## src/hdl/otpe_pkg.sv

```systemverilog
// ----------------------------------------------------------------------------
// Overstrike to printer escape package
// Word types, character codes, register indexes and the job descriptor.
// ----------------------------------------------------------------------------
package otpe_pkg;

    // Character codes
    localparam logic [7:0] CH_BS    = 8'h08;
    localparam logic [7:0] CH_NL    = 8'h0A;
    localparam logic [7:0] CH_FF    = 8'h0C;
    localparam logic [7:0] CH_SO    = 8'h0E;
    localparam logic [7:0] CH_ESC   = 8'h1B;
    localparam logic [7:0] CH_SP    = 8'h20;
    localparam logic [7:0] CH_BOLD_ON  = 8'h45;
    localparam logic [7:0] CH_BOLD_OFF = 8'h46;
    localparam logic [7:0] CH_UNDER = 8'h5F;
    localparam logic [7:0] ITALIC_BIT = 8'h80;

    // Indent limits and widths
    localparam int MAX_INDENT = 24;
    localparam int LEAD_W     = 5;   // wide-on byte plus up to MAX_INDENT spaces
    localparam int PRE_MAX    = 5;   // longest plain byte run (bold sequence)
    localparam int PRE_CNT_W  = 3;
    localparam int POS_W      = 6;   // two leads, five bytes, three newlines

    // Configuration port
    localparam int CFG_IDX_W  = 3;
    localparam int CFG_DATA_W = 5;
    localparam logic [CFG_IDX_W-1:0] REG_INDENT_COUNT   = 3'd0;
    localparam logic [CFG_IDX_W-1:0] REG_LINE_SPACING   = 3'd1;
    localparam logic [CFG_IDX_W-1:0] REG_ROMAN_MODE     = 3'd2;
    localparam logic [CFG_IDX_W-1:0] REG_DOUBLE_STRIKE  = 3'd3;
    localparam logic [CFG_IDX_W-1:0] REG_WIDE_MODE      = 3'd4;
    localparam logic [CFG_IDX_W-1:0] REG_SUPPRESS_FF    = 3'd5;

    localparam int QUEUE_DEPTH_DEFAULT = 4;

    // Input word
    typedef struct packed {
        logic       command;     // 0 text byte, 1 end of file
        logic [7:0] text_byte;
    } in_word_t;

    // Result word
    typedef struct packed {
        logic [7:0] out_byte;
        logic       last;
    } out_word_t;

    // Output job for one accepted input: lead, plain bytes, newlines, lead
    typedef struct packed {
        logic                          wide;
        logic [LEAD_W-1:0]             lead_pre_len;
        logic [PRE_CNT_W-1:0]          pre_cnt;
        logic [PRE_MAX-1:0][7:0]       pre_bytes;
        logic [1:0]                    nl_cnt;
        logic [LEAD_W-1:0]             lead_post_len;
    } job_t;

endpackage

```

## src/hdl/otpe_front.sv

```systemverilog
// ----------------------------------------------------------------------------
// Overstrike to printer escape front end
// Holds the configuration, tracks overstrike state and turns each input word
// into an output job for the back end.
// ----------------------------------------------------------------------------
module otpe_front
    import otpe_pkg::*;
(
    input  logic                  clk,
    input  logic                  rst_n,
    input  logic                  cfg_valid,
    input  logic [CFG_IDX_W-1:0]  cfg_index,
    input  logic [CFG_DATA_W-1:0] cfg_data,
    input  logic                  accept,
    input  in_word_t              in_word,
    output logic                  job_push,
    output job_t                  job
);

    typedef enum logic [3:0] {
        PH_IDLE = 4'b0001,
        PH_HELD = 4'b0010,
        PH_ITAL = 4'b0100,
        PH_BOLD = 4'b1000
    } phase_t;

    phase_t            phase_reg, phase_next;
    logic [7:0]        held_reg, held_next;
    logic              indent_due_reg, indent_due_next;

    logic [4:0]        indent_count_reg;
    logic [1:0]        line_spacing_reg;
    logic              roman_mode_reg;
    logic              double_strike_reg;
    logic              wide_mode_reg;
    logic              suppress_ff_reg;

    logic [LEAD_W-1:0] indent_sat;
    logic [LEAD_W-1:0] lead_len;
    logic [7:0]        c;
    logic              do_fresh;
    logic [PRE_CNT_W-1:0] cnt;

    // Write configuration registers
    always_ff @(posedge clk or negedge rst_n)
    begin
        if (!rst_n)
        begin
            indent_count_reg  <= '0;
            line_spacing_reg  <= 2'd1;
            roman_mode_reg    <= 1'b0;
            double_strike_reg <= 1'b0;
            wide_mode_reg     <= 1'b0;
            suppress_ff_reg   <= 1'b0;
        end
        else if (cfg_valid)
        begin
            unique case (cfg_index)
                REG_INDENT_COUNT:  indent_count_reg  <= cfg_data[4:0];
                REG_LINE_SPACING:  line_spacing_reg  <= cfg_data[1:0];
                REG_ROMAN_MODE:    roman_mode_reg    <= cfg_data[0];
                REG_DOUBLE_STRIKE: double_strike_reg <= cfg_data[0];
                REG_WIDE_MODE:     wide_mode_reg     <= cfg_data[0];
                REG_SUPPRESS_FF:   suppress_ff_reg   <= cfg_data[0];
                default:           ;
            endcase
        end
    end

    // Saturate the indent and add the wide-on byte
    assign indent_sat = (indent_count_reg > LEAD_W'(MAX_INDENT)) ?
                        LEAD_W'(MAX_INDENT) : indent_count_reg;
    assign lead_len   = indent_sat + LEAD_W'(wide_mode_reg);
    assign c          = in_word.text_byte;

    // Classify the word and build its job
    always_comb
    begin
        job             = '0;
        job.wide        = wide_mode_reg;
        job.lead_pre_len = indent_due_reg ? lead_len : '0;
        cnt             = '0;
        do_fresh        = 1'b0;
        phase_next      = phase_reg;
        held_next       = held_reg;
        indent_due_next = 1'b0;

        if (in_word.command)
        begin
            // End of file: flush what is held, then the form feed unless suppressed
            unique case (phase_reg) inside
                PH_HELD:
                begin
                    job.pre_bytes[0] = held_reg;
                    cnt = 3'd1;
                end
                PH_ITAL, PH_BOLD:
                begin
                    job.pre_bytes[0] = held_reg;
                    job.pre_bytes[1] = CH_BS;
                    cnt = 3'd2;
                end
                default: ;
            endcase
            if (!suppress_ff_reg)
            begin
                job.pre_bytes[cnt] = CH_FF;
                cnt = cnt + 3'd1;
            end
            phase_next      = PH_IDLE;
            indent_due_next = 1'b1;
        end
        else
        begin
            unique case (phase_reg)
                PH_IDLE:
                    do_fresh = 1'b1;
                PH_HELD:
                begin
                    if (c != CH_BS)
                    begin
                        job.pre_bytes[0] = held_reg;
                        cnt = 3'd1;
                        phase_next = PH_IDLE;
                        do_fresh = 1'b1;
                    end
                    else if (held_reg == CH_UNDER && !roman_mode_reg)
                        phase_next = PH_ITAL;
                    else if (!double_strike_reg)
                        phase_next = PH_BOLD;
                    else
                    begin
                        // Plain overstrike: send the byte, hold the backspace
                        job.pre_bytes[0] = held_reg;
                        cnt = 3'd1;
                        held_next = CH_BS;
                    end
                end
                PH_ITAL:
                begin
                    job.pre_bytes[0] = c + ITALIC_BIT;
                    cnt = 3'd1;
                    phase_next = PH_IDLE;
                end
                PH_BOLD:
                begin
                    if (c == held_reg)
                    begin
                        job.pre_bytes[0] = CH_ESC;
                        job.pre_bytes[1] = CH_BOLD_ON;
                        job.pre_bytes[2] = held_reg;
                        job.pre_bytes[3] = CH_ESC;
                        job.pre_bytes[4] = CH_BOLD_OFF;
                        cnt = 3'd5;
                    end
                    else
                    begin
                        job.pre_bytes[0] = held_reg;
                        job.pre_bytes[1] = CH_BS;
                        cnt = 3'd2;
                        do_fresh = 1'b1;
                    end
                    phase_next = PH_IDLE;
                end
                default: ;
            endcase

            // Handle a fresh byte: newline, form feed or hold it
            if (do_fresh)
            begin
                if (c == CH_NL)
                begin
                    job.nl_cnt        = line_spacing_reg;
                    job.lead_post_len = lead_len;
                end
                else if (c == CH_FF)
                begin
                    job.pre_bytes[cnt] = CH_FF;
                    cnt = cnt + 3'd1;
                    job.lead_post_len = lead_len;
                end
                else
                begin
                    held_next  = c;
                    phase_next = PH_HELD;
                end
            end
        end
        job.pre_cnt = cnt;
    end

    // Drop jobs that send nothing
    assign job_push = accept && (|{job.lead_pre_len, job.pre_cnt, job.nl_cnt,
                                   job.lead_post_len});

    // Advance the overstrike state
    always_ff @(posedge clk or negedge rst_n)
    begin
        if (!rst_n)
        begin
            phase_reg      <= PH_IDLE;
            held_reg       <= '0;
            indent_due_reg <= 1'b1;
        end
        else if (accept)
        begin
            phase_reg      <= phase_next;
            held_reg       <= held_next;
            indent_due_reg <= indent_due_next;
        end
    end

endmodule

```

## src/hdl/otpe_queue.sv

```systemverilog
// ----------------------------------------------------------------------------
// Overstrike to printer escape job queue
// Short first-in first-out store of jobs between front and back end.
// ----------------------------------------------------------------------------
module otpe_queue
    import otpe_pkg::*;
#(
    parameter int DEPTH = QUEUE_DEPTH_DEFAULT
)
(
    input  logic clk,
    input  logic rst_n,
    input  logic wr_en,
    input  job_t wr_data,
    input  logic rd_en,
    output job_t rd_data,
    output logic full,
    output logic valid
);

    localparam int PTR_W = (DEPTH > 1) ? $clog2(DEPTH) : 1;
    localparam int CNT_W = $clog2(DEPTH + 1);

    job_t             store [DEPTH];
    logic [PTR_W-1:0] wr_ptr_reg;
    logic [PTR_W-1:0] rd_ptr_reg;
    logic [CNT_W-1:0] count_reg;

    assign full    = (count_reg == CNT_W'(DEPTH));
    assign valid   = (count_reg != '0);
    assign rd_data = store[rd_ptr_reg];

    // Store the incoming job
    always_ff @(posedge clk)
    begin
        if (wr_en)
            store[wr_ptr_reg] <= wr_data;
    end

    // Advance pointers and count
    always_ff @(posedge clk or negedge rst_n)
    begin
        if (!rst_n)
        begin
            wr_ptr_reg <= '0;
            rd_ptr_reg <= '0;
            count_reg  <= '0;
        end
        else
        begin
            if (wr_en)
                wr_ptr_reg <= (wr_ptr_reg == PTR_W'(DEPTH - 1)) ? '0 : wr_ptr_reg + 1'b1;
            if (rd_en)
                rd_ptr_reg <= (rd_ptr_reg == PTR_W'(DEPTH - 1)) ? '0 : rd_ptr_reg + 1'b1;
            if (wr_en && !rd_en)
                count_reg <= count_reg + 1'b1;
            else if (rd_en && !wr_en)
                count_reg <= count_reg - 1'b1;
        end
    end

endmodule

```

## src/hdl/otpe_back.sv

```systemverilog
// ----------------------------------------------------------------------------
// Overstrike to printer escape back end
// Walks the head job one byte a cycle into the result register, while that register is empty or being popped.
// ----------------------------------------------------------------------------
module otpe_back
    import otpe_pkg::*;
(
    input  logic      clk,
    input  logic      rst_n,
    input  logic      job_valid,
    input  job_t      job,
    output logic      job_done,
    input  logic      pop,
    output logic      empty,
    output out_word_t out_word
);

    logic [POS_W-1:0] pos_reg;
    logic [POS_W-1:0] end_a, end_b, end_c, end_d;
    logic [POS_W-1:0] lead_pos;
    logic [POS_W-1:0] pre_pos;
    logic             in_lead;
    logic [7:0]       byte_sel;
    logic             is_last;
    logic             step;
    logic             out_valid_reg;
    out_word_t        out_word_reg;

    // Segment boundaries of the head job
    assign end_a = POS_W'(job.lead_pre_len);
    assign end_b = end_a + POS_W'(job.pre_cnt);
    assign end_c = end_b + POS_W'(job.nl_cnt);
    assign end_d = end_c + POS_W'(job.lead_post_len);
    assign pre_pos = pos_reg - end_a;

    // Select the byte at the current position
    always_comb
    begin
        in_lead  = 1'b0;
        lead_pos = '0;
        byte_sel = CH_NL;
        if (pos_reg < end_a)
        begin
            in_lead  = 1'b1;
            lead_pos = pos_reg;
        end
        else if (pos_reg < end_b)
            byte_sel = job.pre_bytes[pre_pos[PRE_CNT_W-1:0]];
        else if (pos_reg >= end_c)
        begin
            in_lead  = 1'b1;
            lead_pos = pos_reg - end_c;
        end
        if (in_lead)
            byte_sel = (job.wide && lead_pos == '0) ? CH_SO : CH_SP;
    end

    assign is_last  = (pos_reg == end_d - 1'b1);
    assign step     = job_valid && (!out_valid_reg || pop);
    assign job_done = step && is_last;

    // Advance through the job
    always_ff @(posedge clk or negedge rst_n)
    begin
        if (!rst_n)
        begin
            pos_reg       <= '0;
            out_valid_reg <= 1'b0;
        end
        else
        begin
            if (step)
                pos_reg <= is_last ? '0 : pos_reg + 1'b1;
            if (step)
                out_valid_reg <= 1'b1;
            else if (pop)
                out_valid_reg <= 1'b0;
        end
    end

    // Load the result word
    always_ff @(posedge clk)
    begin
        if (step)
        begin
            out_word_reg.out_byte <= byte_sel;
            out_word_reg.last     <= is_last;
        end
    end

    assign empty    = !out_valid_reg;
    assign out_word = out_word_reg;

endmodule

```

## src/hdl/overstrike_to_printer_escape_unit.sv

```systemverilog
// ----------------------------------------------------------------------------
// Overstrike to printer escape unit
// Converts text bytes with backspace overstrikes into printer bytes.
// ----------------------------------------------------------------------------
// Usage:
//   Input is a queue: present in_word and raise push; the word is taken on a
//   clock edge with full low. command 1 marks end of file.
//   Results are a queue too: while empty is low, out_word holds the oldest
//   byte; pop takes it. last marks the final byte caused by one input word.
//   Configuration writes (cfg_index, cfg_data) are always ready and belong in
//   idle periods; indexes above five are ignored.
//   Throughput: one input word a cycle while each word makes at most one byte
//   and pop keeps up; a word with more bytes (indents, newlines, bold sequences)
//   holds the byte generator until its last byte is out, and the job queue of
//   QUEUE_DEPTH entries lets input run ahead meanwhile. Full rises once it fills.
//   With the queue and result register idle, a word's job enters the job queue
//   on the edge that takes it, and its first byte then loads into out_word.
//   A word that causes no byte leaves no trace on the result side.
//   Stalling pop holds the result word and backs up into the queue and full.
//   Reset clears the queue and state; the first word of a file is preceded by
//   the indent.
// ----------------------------------------------------------------------------
module overstrike_to_printer_escape_unit
    import otpe_pkg::*;
#(
    parameter int QUEUE_DEPTH = QUEUE_DEPTH_DEFAULT
)
(
    input  logic                  clk,
    input  logic                  rst_n,
    input  logic                  cfg_valid,
    output logic                  cfg_ready,
    input  logic [CFG_IDX_W-1:0]  cfg_index,
    input  logic [CFG_DATA_W-1:0] cfg_data,
    input  logic                  push,
    output logic                  full,
    input  in_word_t              in_word,
    output logic                  empty,
    input  logic                  pop,
    output out_word_t             out_word
);

    logic accept;
    logic job_push;
    job_t job_in;
    job_t job_head;
    logic job_valid;
    logic job_done;

    assign cfg_ready = 1'b1;
    assign accept    = push && !full;

    // Classify input words
    otpe_front u_front (
        .clk       (clk),
        .rst_n     (rst_n),
        .cfg_valid (cfg_valid),
        .cfg_index (cfg_index),
        .cfg_data  (cfg_data),
        .accept    (accept),
        .in_word   (in_word),
        .job_push  (job_push),
        .job       (job_in)
    );

    // Buffer jobs
    otpe_queue #(
        .DEPTH (QUEUE_DEPTH)
    ) u_queue (
        .clk     (clk),
        .rst_n   (rst_n),
        .wr_en   (job_push),
        .wr_data (job_in),
        .rd_en   (job_done),
        .rd_data (job_head),
        .full    (full),
        .valid   (job_valid)
    );

    // Emit printer bytes
    otpe_back u_back (
        .clk       (clk),
        .rst_n     (rst_n),
        .job_valid (job_valid),
        .job       (job_head),
        .job_done  (job_done),
        .pop       (pop),
        .empty     (empty),
        .out_word  (out_word)
    );

endmodule

```

## config.mk

```make
export PLATFORM = sky130hd
export DESIGN_NAME = overstrike_to_printer_escape_unit
export DESIGN_NICKNAME = d
export VERILOG_FILES = /design/src/hdl/otpe_pkg.sv /design/src/hdl/otpe_front.sv /design/src/hdl/otpe_queue.sv /design/src/hdl/otpe_back.sv /design/src/hdl/overstrike_to_printer_escape_unit.sv
export SDC_FILE = /design/constraint.sdc
export NUM_CORES = 1
export LEC_CHECK = 0
export BUFFER_PORTS_ARGS = -buffer_cell sky130_fd_sc_hd__buf_2
export CORE_MARGIN = 1.5
export CORE_UTILIZATION = 25
export DETAILED_ROUTE_END_ITERATION = 8
export SYNTH_ARGS = -nofsm -noshare
export SYNTH_HDL_FRONTEND = slang
export SYNTH_HIERARCHICAL = 1
export SYNTH_SLANG_ARGS = --single-unit
```

## constraint.sdc

```tcl
create_clock -name clk -period 6.1 [get_ports clk]
set_input_delay 1.83 -clock clk [delete_from_list [all_inputs] [get_ports clk]]
set_output_delay 1.83 -clock clk [all_outputs]
set_load 0.1 [all_outputs]
```

==> impl_metrics.ini <==
[status]
status = finished clean

[die]
num_io_pins = 34
die_x_um = 229.5
design.core.area_mm2 = 0.05038
design.die.area_mm2 = 0.05268
dieHeight_um = 229.5
rows = 82
initial_utilization = 0.2546

[clock_tree]
post_cts_buffers = 0
h-tree-depth = 1
cts_tree = built
clockBufferDepth = 3
post_cts_resize_count = 0
cts-buffers-inserted = 29
cts.sinks = 271
path_clk_slew_ns = 0.06
clock_tree.root_cell = clkbuf_16
clkLatencyLatePin_ns = 0.56
cts.hold.buffers_added = 0

[placed_design]
dpl_cell_area_mm2 = 0.01366
detailed_place_hpwl_mm = 16.92
routabilityCongestion = 0.8118
port_buffers = 32

[global_routing]
antenna_found_initial = 0
grt.total_usage = 0.09788
overflow = 0
grt_pass1_vias = 7195
grt_max_degree = 57
grt_pass1_wl_mm = 40.96

[setup_path]
path_buf_inv = 4
worst_path_dominant_cell_family = adder cells
critical_path_class = flip-flop to flip-flop
rr_worst_depth = 21
crit_slowest_cell = dfrtp_4
path_cells = mux4_2 -> ha_1 -> inv_1 -> fa_1 -> fa_1 -> ha_1 -> inv_1 -> ha_1 -> fa_1 -> a21o_1 -> a21oi_1 -> xnor2_1 -> xnor2_1 -> and3b_1 -> inv_1 -> ha_1 -> inv_1 -> fa_1 -> xor2_1 -> nor2_1 -> xor2_1
cp-end-kind = flip-flop
cp_num_cells = 21
rrSetupSlack_ns = 0.55
worstPathMaxFanout = 17
slowest_delay_ns = 0.64
cp-start-kind = flip-flop
crit_arrival_ns = 6.02
required_ns = 6.57

[min_path]
min_path_cells = 1
hp-class = flip-flop to flip-flop

[routing]
vias = 6930
final_antenna_net_count = 0
drc = 0
wire_per_inst_um = 16.55
wirelength_mm = 25.73
first_pass_iters = 5
vias_per_cell = 4.457
drt_iter0_drc = 584

[finish]
nNetsFinal = 932
antenna_cells = 0
area_growth_pct = 14.15
largest_reg_flops = 224
drive_above_1_share = 0.2118
fin_area_mm2 = 0.01464

[timing]
period_minus_slack_ns = 5.550
skew_ns = 0.01220
rsz0062_at_grt = false
setup_viol = 0
fin_crit_sh = 0.9099
tightest_slew_ns = 1.129
maxSlewHeadroom = 0.2447
setup_tns_ns = 0
finalHoldViolations = 0
max_freq_ghz = 0.1802
drv_slew = 0

[job]
cap_viol_max_count = 0

[synthesis]
synthMuxAreaShare = 0.1254
async_flop_share = 0.1402
synth-simple-area-share = 0.07296
yosysTopAreaCell = edfxtp_1
synth-edff-count = 233
synthXorXnorAreaFrac = 0.02926
synth_top_family_by_area = multiplexers
synth_area_mm2 = 0.01283
synth-seq-area-share = 0.6199
yosys_most_used_dff = edfxtp_1
synth.distinct_cells = 74
synth_top_area_frac = 0.5455
synthCells = 822
ys_ff_latch = 271
synth.most_common_cell = edfxtp_1
synth_compound_area_frac = 0.05882
synthAdderAreaFrac = 0.05228
synthTopCellsByArea = edfxtp_1 55%, mux4_2 11%, dfrtp_1 6.8%
synth_common_cells = 233 x edfxtp_1, 64 x mux4_2, 45 x inv_1
synth_area_per_cell_um2 = 15.60
yosysWarningCount = 6
-- layout by cell type (no fill, tap or decap), drive strengths merged, types with 4 or more instances in the layout --
cell | synthesis | routed
edfxtp | 233 | 233
o31ai | 4 | 4
nor4 | 7 | 7
a21o | 8 | 8
a311oi | 4 | 4
dfrtp | 35 | 35
inv | 46 | 49
nor2b | 4 | 4
nand3 | 18 | 18
nor2 | 40 | 40
a22o | 12 | 12
and3 | 8 | 8
nand2b | 10 | 10
nor3 | 6 | 6
xor2 | 29 | 29
o21ai | 17 | 17
nand2 | 44 | 44
and2 | 21 | 21
a21oi | 33 | 33
ha | 44 | 44
clkinv | 1 | 7
conb | 2 | 13
fa | 6 | 6
xnor2 | 13 | 13
clkbuf | 10 | 41
nand4 | 4 | 4
mux2 | 14 | 14
o22ai | 4 | 4
mux4 | 64 | 64
bufinv | 0 | 4
buf | 36 | 42
-- worst paths after layout --
| path | startpoint | end |
|---|---|---|
| max in group asynchronous | rst_n | u_queue/rd_ptr_reg[0] |
| max | u_queue/rd_ptr_reg[0] | u_queue/count_reg[2] |
| max reg2reg | u_queue/rd_ptr_reg[0] | u_queue/count_reg[2] |
| min reg2reg | u_queue/count_reg[2] | u_queue/count_reg[2] |
| min | u_queue/count_reg[2] | u_queue/count_reg[2] |
| min in group asynchronous | rst_n | u_back/pos_reg[3] |
-- per-layer routing --
metal | global-route usage | vias up | share of wire
li1 | - | 3206 | -
met4 | 0.02220 | 0 | 0.017
met2 | 0.1572 | 181 | 0.46
met3 | 0.01370 | 33 | 0.058
met5 | 0 | - | 0
met1 | 0.1396 | 3510 | 0.46
-- kinds of logic (layout without fill, tap and decap cells) --
group	after synthesis	count (layout)
buffers and inverters	93	143
AOI/OAI and AO/OA	107	107
muxes	79	79
DFF	271	271
other	2	13
xor gates and xnor gates	42	42
adders and majority gates	50	50
and+or+nand+nor	178	178
-- area by class of cell --
class | instances | area [µm²]
clock buffers | 41 | 790.8
clock inverters | 13 | 193.9
fillers | 4973 | 35730
inverters | 47 | 176.4
multi-input cells | 469 | 4399
flip-flops and latches | 271 | 7956
well taps | 672 | 840.8
repair buffers | 42 | 285.3
-- through the flow --
step,hold WS (ns),util,setup slack [ns],cells
floorplan,0.4491,-,0.6396,833
global placement,0.4697,0.2711,0.6216,1501
detailed placement,0.4746,0.2711,0.5604,1501
CTS,0.4867,0.2907,0.5239,1555
global route,0.5122,0.2907,0.2056,1555
finish,0.4810,0.2907,0.5497,1555
Power is left out: the tool's default activity adds up to more than one toggle a clock period on the data nets, which glitch-free logic cannot reach.
